**src/hdl/fecg_pkg.sv**
```systemverilog
// package: shared types and constants of the figure-eight curvature generator
// no dependencies
package fecg_pkg;
    localparam int DIST_BITS = 24;
    localparam int CFG_W     = 24;
    localparam int IDX_W     = 3;

    typedef enum logic [1:0] {
        OP_MODE = 2'd0,
        OP_DIST = 2'd1,
        OP_TICK = 2'd2,
        OP_NONE = 2'd3
    } t_op;

    localparam logic [IDX_W-1:0] REG_CYCLE    = 3'd0;
    localparam logic [IDX_W-1:0] REG_PEAK     = 3'd1;
    localparam logic [IDX_W-1:0] REG_FALLBACK = 3'd2;
    localparam logic [IDX_W-1:0] REG_STRAIGHT = 3'd3;
    localparam logic [IDX_W-1:0] REG_RAMP     = 3'd4;
    localparam logic [IDX_W-1:0] REG_HOLD     = 3'd5;

    localparam logic [2:0] SEG_ZERO     = 3'd0;
    localparam logic [2:0] SEG_UP       = 3'd1;
    localparam logic [2:0] SEG_HOLD     = 3'd2;
    localparam logic [2:0] SEG_DOWN     = 3'd3;
    localparam logic [2:0] SEG_STRAIGHT = 3'd4;
    localparam logic [2:0] SEG_REST     = 3'd5;

    typedef struct packed {
        logic [1:0]           op;
        logic                 mode_on;
        logic [DIST_BITS-1:0] distance_in;
    } t_in;

    typedef struct packed {
        logic signed [24:0] radius;
        logic signed [16:0] curvature;
        logic [2:0]         segment;
        logic               second_half;
        logic               shares_scaled;
    } t_out;

    // divider request / response
    localparam int DIV_W = 48;
    typedef struct packed {
        logic             start;
        logic [DIV_W-1:0] num;
        logic [DIV_W-1:0] den;
    } t_div_req;
    typedef struct packed {
        logic             done;
        logic [DIV_W-1:0] quo;
        logic [DIV_W-1:0] rem;
    } t_div_rsp;
endpackage

```
**src/hdl/fecg_stream_if.sv**
```systemverilog
// valid/ready channel interface
// depends on nothing; payload is a logic vector whose width is set by parameter W
interface fecg_stream_if #(parameter int W = 1);
    logic         valid;
    logic         ready;
    logic [W-1:0] data;
    modport source (output valid, output data, input ready);
    modport sink   (input valid, input data, output ready);
endinterface

```
**src/hdl/fecg_div.sv**
```systemverilog
// shared restoring divider, one quotient bit per cycle
// depends on fecg_pkg
module fecg_div (
    input  logic                i_clk,
    input  logic                i_rst_n,
    input  fecg_pkg::t_div_req  i_req,
    output fecg_pkg::t_div_rsp  o_rsp
);
    import fecg_pkg::*;
    logic [DIV_W-1:0] r_quo, n_quo, r_rem, n_rem, r_den;
    logic [5:0]       r_cnt, n_cnt;
    logic             r_busy, n_busy, r_done, n_done;
    logic [DIV_W:0]   w_sh;

    always_comb begin
        n_quo = r_quo; n_rem = r_rem; n_cnt = r_cnt; n_busy = r_busy; n_done = 1'b0;
        w_sh = {r_rem, r_quo[DIV_W-1]};
        if (i_req.start) begin
            n_quo = i_req.num; n_rem = '0; n_cnt = 6'(DIV_W); n_busy = 1'b1;
        end else if (r_busy) begin
            if (w_sh >= {1'b0, r_den}) begin
                n_rem = DIV_W'(w_sh - {1'b0, r_den});
                n_quo = {r_quo[DIV_W-2:0], 1'b1};
            end else begin
                n_rem = w_sh[DIV_W-1:0];
                n_quo = {r_quo[DIV_W-2:0], 1'b0};
            end
            n_cnt = r_cnt - 6'd1;
            if (r_cnt == 6'd1) begin
                n_busy = 1'b0; n_done = 1'b1;
            end
        end
    end

    always_ff @(posedge i_clk) begin
        if (!i_rst_n) begin
            r_busy <= 1'b0; r_done <= 1'b0; r_cnt <= '0;
        end else begin
            r_busy <= n_busy; r_done <= n_done; r_cnt <= n_cnt;
        end
        r_quo <= n_quo; r_rem <= n_rem;
        if (i_req.start) r_den <= i_req.den;
    end

    assign o_rsp.done = r_done;
    assign o_rsp.quo  = r_quo;
    assign o_rsp.rem  = r_rem;
endmodule

```
**src/hdl/fecg_front.sv**
```systemverilog
// front end: accepts items, keeps mode and distance, queues ready ticks
// depends on fecg_pkg
module fecg_front (
    input  logic                          i_clk,
    input  logic                          i_rst_n,
    input  logic                          i_valid,
    output logic                          o_ready,
    input  fecg_pkg::t_in                 i_item,
    output logic                          o_q_valid,
    output logic [fecg_pkg::DIST_BITS-1:0] o_q_dist,
    input  logic                          i_q_pop
);
    import fecg_pkg::*;
    logic                 r_mode, r_dvalid;
    logic [DIST_BITS-1:0] r_dist;
    // two-entry tick queue
    logic [DIST_BITS-1:0] r_qd [2];
    logic                 r_wp, r_rp;
    logic [1:0]           r_cnt;
    logic                 w_acc, w_push;

    assign o_ready   = (r_cnt != 2'd2);
    assign w_acc     = i_valid && o_ready;
    assign w_push    = w_acc && (i_item.op == OP_TICK) && r_mode && r_dvalid;
    assign o_q_valid = (r_cnt != 2'd0);
    assign o_q_dist  = r_qd[r_rp];

    always_ff @(posedge i_clk) begin
        if (!i_rst_n) begin
            r_mode <= 1'b0; r_dvalid <= 1'b0; r_dist <= '0;
            r_wp <= 1'b0; r_rp <= 1'b0; r_cnt <= '0;
        end else begin
            if (w_acc) begin
                case (i_item.op)
                    OP_MODE: begin
                        if (r_mode && !i_item.mode_on) begin
                            r_dist <= '0; r_dvalid <= 1'b0;
                        end
                        r_mode <= i_item.mode_on;
                    end
                    OP_DIST: begin
                        r_dist <= i_item.distance_in; r_dvalid <= 1'b1;
                    end
                    default: ;
                endcase
            end
            if (w_push) r_wp <= ~r_wp;
            if (i_q_pop) r_rp <= ~r_rp;
            r_cnt <= r_cnt + 2'(w_push) - 2'(i_q_pop);
        end
        if (w_push) r_qd[r_wp] <= r_dist;
    end
endmodule

```
**src/hdl/fecg_back.sv**
```systemverilog
// back end: profile sequencer using the shared divider, registered result
// depends on fecg_pkg, fecg_div
module fecg_back (
    input  logic                          i_clk,
    input  logic                          i_rst_n,
    input  logic                          i_q_valid,
    input  logic [fecg_pkg::DIST_BITS-1:0] i_q_dist,
    output logic                          o_q_pop,
    input  logic [23:0]                   i_cycle,
    input  logic [15:0]                   i_peak,
    input  logic [23:0]                   i_fallback,
    input  logic [15:0]                   i_straight,
    input  logic [15:0]                   i_ramp,
    input  logic [15:0]                   i_hold,
    output logic                          o_valid,
    input  logic                          i_ready,
    output fecg_pkg::t_out                o_res
);
    import fecg_pkg::*;
    typedef enum logic [9:0] {
        S_IDLE  = 10'b0000000001,
        S_SS    = 10'b0000000010,
        S_SR    = 10'b0000000100,
        S_SH    = 10'b0000001000,
        S_MOD   = 10'b0000010000,
        S_POS   = 10'b0000100000,
        S_SEG   = 10'b0001000000,
        S_MAG   = 10'b0010000000,
        S_RAD   = 10'b0100000000,
        S_OUT   = 10'b1000000000
    } t_state;

    t_state r_st, n_st;
    logic   r_wait, n_wait;
    logic [15:0] r_s, r_r, r_h, n_s, n_r, n_h;
    logic [16:0] r_q, n_q;
    logic [16:0] r_mag, n_mag;
    logic [2:0]  r_seg, n_seg;
    logic        r_scl, n_scl;
    logic [23:0] r_d, n_d;
    logic [16:0] w_p_ext;
    logic [17:0] w_b1, w_b2, w_b3, w_b4, w_t;
    logic [40:0] w_kmul;
    logic [40:0] w_rmul;
    t_div_req w_req;
    t_div_rsp w_rsp;
    logic        r_ov, n_ov;
    t_out        r_res, n_res;
    logic        w_sec, w_neg;
    logic [24:0] w_rad;
    logic [15:0] w_p;

    fecg_div u_div (.i_clk(i_clk), .i_rst_n(i_rst_n), .i_req(w_req), .o_rsp(w_rsp));

    assign w_t   = 18'(i_straight) + 18'(i_ramp) + 18'(i_hold);
    assign w_b1  = {1'b0, r_r, 1'b0};
    assign w_b2  = w_b1 + {1'b0, r_h, 1'b0};
    assign w_b3  = w_b2 + {1'b0, r_r, 1'b0};
    assign w_b4  = w_b3 + {1'b0, r_s, 1'b0};
    assign w_sec = r_q[16];
    assign w_p   = r_q[15:0];
    assign w_p_ext = {1'b0, w_p};
    assign w_kmul = 41'(i_peak) * 41'(r_d[17:0]);
    assign w_rmul = 41'(r_mag) * 41'(i_fallback);
    assign w_neg = w_sec && (r_mag != 17'd0);
    assign o_q_pop = (r_st == S_IDLE) && i_q_valid && !r_ov;

    always_comb begin
        n_st = r_st; n_wait = r_wait; n_s = r_s; n_r = r_r; n_h = r_h; n_q = r_q;
        n_mag = r_mag; n_seg = r_seg; n_scl = r_scl; n_d = r_d; n_ov = r_ov; n_res = r_res;
        w_req = '0;
        w_rad = '0;
        if (r_ov && i_ready) n_ov = 1'b0;
        case (r_st)
            S_IDLE: begin
                if (o_q_pop) begin
                    n_d = i_q_dist; n_s = i_straight; n_r = i_ramp; n_h = i_hold;
                    n_scl = (w_t > 18'd32768);
                    n_st = n_scl ? S_SS : S_MOD; n_wait = 1'b0;
                end
            end
            S_SS, S_SR, S_SH: begin
                if (!r_wait) begin
                    w_req.start = 1'b1;
                    w_req.den = DIV_W'(w_t);
                    w_req.num = (r_st == S_SS) ? DIV_W'({r_s, 15'd0}) :
                                (r_st == S_SR) ? DIV_W'({r_r, 15'd0}) :
                                                 DIV_W'({r_h, 15'd0});
                    n_wait = 1'b1;
                end else if (w_rsp.done) begin
                    n_wait = 1'b0;
                    case (r_st)
                        S_SS: begin n_s = w_rsp.quo[15:0]; n_st = S_SR; end
                        S_SR: begin n_r = w_rsp.quo[15:0]; n_st = S_SH; end
                        default: begin n_h = w_rsp.quo[15:0]; n_st = S_MOD; end
                    endcase
                end
            end
            S_MOD: begin
                if (i_cycle == 24'd0) begin
                    n_q = '0; n_st = S_SEG;
                end else if (!r_wait) begin
                    w_req.start = 1'b1;
                    w_req.num = DIV_W'(r_d); w_req.den = DIV_W'(i_cycle); n_wait = 1'b1;
                end else if (w_rsp.done) begin
                    n_wait = 1'b0; n_d = w_rsp.rem[23:0]; n_st = S_POS;
                end
            end
            S_POS: begin
                if (!r_wait) begin
                    w_req.start = 1'b1;
                    w_req.num = DIV_W'({r_d, 17'd0}); w_req.den = DIV_W'(i_cycle);
                    n_wait = 1'b1;
                end else if (w_rsp.done) begin
                    n_wait = 1'b0; n_q = w_rsp.quo[16:0]; n_st = S_SEG;
                end
            end
            S_SEG: begin
                // segment select; r_d reused as multiplier operand (ramp numerator)
                n_st = S_RAD; n_mag = '0;
                if ({1'b0, w_p_ext} <= w_b1) begin
                    if (r_r != 16'd0) begin
                        n_seg = SEG_UP; n_d = 24'(w_p); n_st = S_MAG;
                    end else n_seg = SEG_ZERO;
                end else if ({1'b0, w_p_ext} <= w_b2) begin
                    n_seg = SEG_HOLD; n_mag = 17'(i_peak);
                end else if ({1'b0, w_p_ext} <= w_b3) begin
                    n_seg = SEG_DOWN;
                    if (w_b1 != 18'd0) begin
                        n_d = 24'(w_b3 - {2'b0, w_p}); n_st = S_MAG;
                    end
                end else if ({1'b0, w_p_ext} <= w_b4) n_seg = SEG_STRAIGHT;
                else n_seg = SEG_REST;
            end
            S_MAG: begin
                if (!r_wait) begin
                    w_req.start = 1'b1;
                    w_req.num = DIV_W'(w_kmul); w_req.den = DIV_W'(w_b1); n_wait = 1'b1;
                end else if (w_rsp.done) begin
                    n_wait = 1'b0; n_mag = w_rsp.quo[16:0]; n_st = S_RAD;
                end
            end
            S_RAD: begin
                if (w_rmul < 41'd16777216) begin
                    n_res.radius = $signed({1'b0, i_fallback});
                    n_st = S_OUT;
                end else if (!r_wait) begin
                    w_req.start = 1'b1;
                    w_req.num = DIV_W'(25'd16777216); w_req.den = DIV_W'(r_mag);
                    n_wait = 1'b1;
                end else if (w_rsp.done) begin
                    n_wait = 1'b0;
                    w_rad = (w_rsp.quo > DIV_W'(24'hFFFFFF)) ? 25'hFFFFFF
                                                             : w_rsp.quo[24:0];
                    n_res.radius = w_neg ? $signed(-w_rad) : $signed(w_rad);
                    n_st = S_OUT;
                end
            end
            S_OUT: begin
                if (!r_ov) begin
                    n_res.curvature = w_neg ? $signed(-r_mag) : $signed(r_mag);
                    n_res.segment = r_seg;
                    n_res.second_half = w_sec;
                    n_res.shares_scaled = r_scl;
                    n_ov = 1'b1; n_st = S_IDLE;
                end
            end
            default: n_st = S_IDLE;
        endcase
    end

    always_ff @(posedge i_clk) begin
        if (!i_rst_n) begin
            r_st <= S_IDLE; r_wait <= 1'b0; r_ov <= 1'b0;
        end else begin
            r_st <= n_st; r_wait <= n_wait; r_ov <= n_ov;
        end
        r_s <= n_s; r_r <= n_r; r_h <= n_h; r_q <= n_q; r_mag <= n_mag;
        r_seg <= n_seg; r_scl <= n_scl; r_d <= n_d; r_res <= n_res;
    end

    assign o_valid = r_ov;
    assign o_res   = r_res;
endmodule

```
**src/hdl/figure_eight_curvature_generator.sv**
```systemverilog
// top level: figure-eight curvature setpoint generator
// depends on fecg_pkg, fecg_stream_if, fecg_front, fecg_back
// per tick, the result waits on the shared one-bit-per-cycle divider for each
//   division it needs: up to three share scalings, the fold, the position,
//   the ramp and the reciprocal; input items wait while the tick queue is full
// throughput: a new tick starts the cycle after the previous result is taken
// synchronous active-low reset: mode off, no distance, configuration registers to defaults
module figure_eight_curvature_generator (
    input  logic               i_clk,
    input  logic               i_rst_n,
    fecg_stream_if.sink        s_in,
    fecg_stream_if.source      m_out,
    input  logic               i_cfg_we,
    input  logic [fecg_pkg::IDX_W-1:0] i_cfg_idx,
    input  logic [fecg_pkg::CFG_W-1:0] i_cfg_data
);
    import fecg_pkg::*;
    // configuration registers
    logic [23:0] r_cycle, r_fallback;
    logic [15:0] r_peak, r_straight, r_ramp, r_hold;
    logic                 w_qv, w_pop;
    logic [DIST_BITS-1:0] w_qd;
    t_in                  w_in;
    t_out                 w_res;

    always_ff @(posedge i_clk) begin
        if (!i_rst_n) begin
            r_cycle <= 24'd14080; r_peak <= 16'd15984; r_fallback <= 24'd25600;
            r_straight <= 16'd655; r_ramp <= 16'd8192; r_hold <= 16'd16384;
        end else if (i_cfg_we) begin
            case (i_cfg_idx)
                REG_CYCLE:    r_cycle    <= i_cfg_data;
                REG_PEAK:     r_peak     <= i_cfg_data[15:0];
                REG_FALLBACK: r_fallback <= i_cfg_data;
                REG_STRAIGHT: r_straight <= i_cfg_data[15:0];
                REG_RAMP:     r_ramp     <= i_cfg_data[15:0];
                REG_HOLD:     r_hold     <= i_cfg_data[15:0];
                default: ;
            endcase
        end
    end

    // payload is packed as op, mode_on, distance_in
    assign w_in = t_in'(s_in.data);

    // front: state update and tick queue
    fecg_front u_front (
        .i_clk(i_clk), .i_rst_n(i_rst_n),
        .i_valid(s_in.valid), .o_ready(s_in.ready), .i_item(w_in),
        .o_q_valid(w_qv), .o_q_dist(w_qd), .i_q_pop(w_pop)
    );

    // back: profile evaluation and result register
    fecg_back u_back (
        .i_clk(i_clk), .i_rst_n(i_rst_n),
        .i_q_valid(w_qv), .i_q_dist(w_qd), .o_q_pop(w_pop),
        .i_cycle(r_cycle), .i_peak(r_peak), .i_fallback(r_fallback),
        .i_straight(r_straight), .i_ramp(r_ramp), .i_hold(r_hold),
        .o_valid(m_out.valid), .i_ready(m_out.ready), .o_res(w_res)
    );

    assign m_out.data = $bits(m_out.data)'(w_res);
endmodule

```
**src/flat_wrapper.sv**
```systemverilog
// flat-port wrapper written by rule: the top's interface ports become plain ports
module figure_eight_curvature_generator_flat import fecg_pkg::*;
  (i_clk, i_rst_n, i_cfg_we, i_cfg_idx, i_cfg_data, s_in_valid, s_in_data, s_in_ready, m_out_valid, m_out_data, m_out_ready);
  fecg_stream_if s_in_i ();
  fecg_stream_if m_out_i ();
  input  logic i_clk;
  input  logic i_rst_n;
  input  logic i_cfg_we;
  input  logic [fecg_pkg::IDX_W-1:0] i_cfg_idx;
  input  logic [fecg_pkg::CFG_W-1:0] i_cfg_data;
  input wire logic [$bits(s_in_i.valid)-1:0] s_in_valid;
  input wire logic [$bits(s_in_i.data)-1:0] s_in_data;
  output wire logic [$bits(s_in_i.ready)-1:0] s_in_ready;
  output wire logic [$bits(m_out_i.valid)-1:0] m_out_valid;
  output wire logic [$bits(m_out_i.data)-1:0] m_out_data;
  input wire logic [$bits(m_out_i.ready)-1:0] m_out_ready;
  assign s_in_i.valid = s_in_valid;
  assign s_in_i.data = s_in_data;
  assign s_in_ready = s_in_i.ready;
  assign m_out_valid = m_out_i.valid;
  assign m_out_data = m_out_i.data;
  assign m_out_i.ready = m_out_ready;
  figure_eight_curvature_generator u_core (.i_clk(i_clk), .i_rst_n(i_rst_n), .s_in(s_in_i), .m_out(m_out_i), .i_cfg_we(i_cfg_we), .i_cfg_idx(i_cfg_idx), .i_cfg_data(i_cfg_data));
endmodule
```
**config.mk**
```make
export PLATFORM = sky130hd
export DESIGN_NAME = figure_eight_curvature_generator_flat
export DESIGN_NICKNAME = d
export VERILOG_FILES = /design/src/hdl/fecg_pkg.sv /design/src/hdl/fecg_stream_if.sv /design/src/hdl/fecg_div.sv /design/src/hdl/fecg_front.sv /design/src/hdl/fecg_back.sv /design/src/hdl/figure_eight_curvature_generator.sv /design/src/flat_wrapper.sv
export SDC_FILE = /design/constraint.sdc
export NUM_CORES = 2
export LEC_CHECK = 0
export BUFFER_PORTS_ARGS = -buffer_cell sky130_fd_sc_hd__buf_2
export CAP_MARGIN = 20
export CORE_ASPECT_RATIO = 1.5
export CORE_UTILIZATION = 50
export CTS_CLUSTER_DIAMETER = 120
export DETAILED_ROUTE_END_ITERATION = 12
export GPL_TIMING_DRIVEN = 0
export HOLD_SLACK_MARGIN = 0.03
export PLACE_DENSITY_LB_ADDON = 0.12
export SLEW_MARGIN = 15
export SYNTH_ARGS = -nofsm -noshare
export SYNTH_HDL_FRONTEND = slang
export SYNTH_HIERARCHICAL = 1
export SYNTH_SLANG_ARGS = --single-unit
```
**constraint.sdc**
```tcl
create_clock -name i_clk -period 20.3 [get_ports i_clk]
set_input_delay 3.045 -clock i_clk [delete_from_list [all_inputs] [get_ports i_clk]]
set_output_delay 3.045 -clock i_clk [all_outputs]
set_load 0.02 [all_outputs]
```
==> summary.md <==
| Metric | Value |
|---|---|
| Clock Root Buffer | `clkbuf_16` |
| CP Capture Type | `register` |
| Fin crit share | `roughly 64%` |
| Unrepaired setup endpoints after global routing | `no` |
| Postcts setup bufs | `0` |
| Commonest non-fill, non-tap cell in the layout | `nand2_1` |
| Fin crit period | `around 13 ns` |
| Final hold violations | `0` |
| FP Rows | `141` |
| # IOs | `36` |
| Final-stage net count | `6560` |
| Setup TNS | `0 ns` |
| First-pass GRT wire length | `~250 mm` |
| Relative slew slack | `-48.1%` |
| Failing checks | `max-slew violations` |
| Crit-path slowest cell | `or4_2` |
| Synth Warn # | `6` |
| # DRC | `0` |
| Slew @ Worst Pin | `between 2 and 2.5 ns` |
| Clock Tree Buf Depth | `3` |
| Most frequent cells in the layout | `nand2_1, inv_1, fa_1` |
| PostCTS Resize Cnt | `0` |
| Post-DRT Antenna Nets | `0` |
| Clock latency on the worst-skew pair | `slightly above 0.6 ns` |
| Worst min path class | `reg -> reg` |
| Global Route Usage Sum | `between 30% and 40%` |
| Die Wd | `~260 µm` |
| I/O Buffers | `35` |
| Routed len/inst | `between 20 and 25 µm` |
| Routed wire length | `approximately 160 mm` |
| CTS tree | `yes` |
| CP peak stage delay | `roughly 0.96 ns` |
| Routed vias | `39551` |
| Cells after synthesis | `about 5400` |
| Final slew viol count | `50` |
| Vias in the first global route | `~40000` |
| Critical Path Source Type | `register` |
| Die H | `roughly 390 µm` |
| Run status | `complete, but fails checks` |
| CP max FO | `36` |
| Pin count of the biggest net entering global routing | `37` |
| Skew final | `around 0.033 ns` |
| Overflow after GRT | `0` |
| Layout cells sized above 1 | `5.74%` |
| DP Wirelength | `about 130 mm` |
| Core Area | `between 90000 and 100000 µm²` |
| Vias per cell | `between 5 and 6` |
| Drt first pass iters | `7` |
| Initial core utilization | `about 50%` |
| Clock buffer count from CTS | `44` |
| Clk slew on worst S/H paths | `approximately 0.06 ns` |
| Clock sink count | `approximately 460` |
| GP Congestion | `approximately 1.0` |
| Synthesized area | `slightly below 50000 µm²` |
| Initial antenna violation count | `5` |
| Initial DRC count | `between 2000 and 3000` |
| Critical path required time | `between 20 and 25 ns` |
| Crit path DAT | `around 13 ns` |
| Final setup vio count | `0` |
| Max_cap viols | `0` |
| Peak Freq | `77.0 MHz` |
| H-Tree Depth | `2` |
| Full die area | `100000 µm²` |
| WS Path Type | `reg -> reg` |
| Most used cell, CP | `fa_1` |
| CTS Hold Buffers Added | `0` |
| Avg Inst Size Synth | `between 9 and 10 µm²` |
| Layout area overhead | `7.29%` |
==> through the flow <==
step	instance area, µm²	util [%]	cells	setup slack [ns]	hold WS (ns)
floorplan	49800	-	5504	10.29	0.400
finish	53200	54.0	6918	7.31	0.458
detailed placement	51700	52.5	6834	7.53	0.423
global placement	51600	52.4	6826	5.62	0.430
global route	53200	54.0	6915	6.96	0.476
CTS	53200	54.0	6914	7.50	0.454
==> final timing paths <==
kind	end	startpoint	slack [ns]	cells after the start
max	u_core/u_back/u_div/r_quo[6]	u_core/u_back/r_mag[4]	7.31	30
min	u_core/u_front/r_qd[1][18]	u_core/u_front/r_dist[18]	0.46	0
max reg2reg	u_core/u_back/u_div/r_quo[6]	u_core/u_back/r_mag[4]	7.31	30
min reg2reg	u_core/u_front/r_qd[1][18]	u_core/u_front/r_dist[18]	0.46	0
==> state kept, by name, summed over array words and instances (netlist names), 17 cells and up, named ones only <==
register,count
u_core/r_cycle,24
u_core/u_back/u_div/r_quo,48
u_core/u_front/r_qd,48
u_core/u_back/r_mag,17
u_core/u_front/r_dist,24
u_core/u_back/u_div/r_rem,48
u_core/u_back/u_div/r_den,48
u_core/u_back/r_d,24
u_core/r_fallback,24
==> area by class of cell <==
class / instances / area [µm²]
well taps: 1287 / 1610
fillers: 9259 / 45300
flip-flops and latches: 462 / 11800
multi-input cells: 3945 / 33800
plain buffers: 296 / 1250
diodes: 4 / 10.0
repair buffers: 43 / 279
inverters: 801 / 3010
clock buffers: 58 / 1230
clock inverters: 22 / 221
==> routing by layer <==
metal | global-route usage (%) | routed length, µm | vias to the layer above
li1 | - | - | 18050
met1 | 34.9 | 57200 | 19538
met2 | 59.1 | 82800 | 1403
met3 | 4.10 | 8680 | 556
met4 | 23.0 | 13300 | 4
met5 | 0 | 28 | -
==> critical path, delay by kind of cell, from the launching register on <==
family	cells	cell delay (ns)
fa+ha+maj	7	3.43
buf+inv	10	3.33
simple gates	7	3.01
compound gates	5	2.17
flops	1	0.33
mux	1	0.31
Power is not shown: default switching activity piles up to over one toggle a cycle in this logic, so the estimate is an artifact.
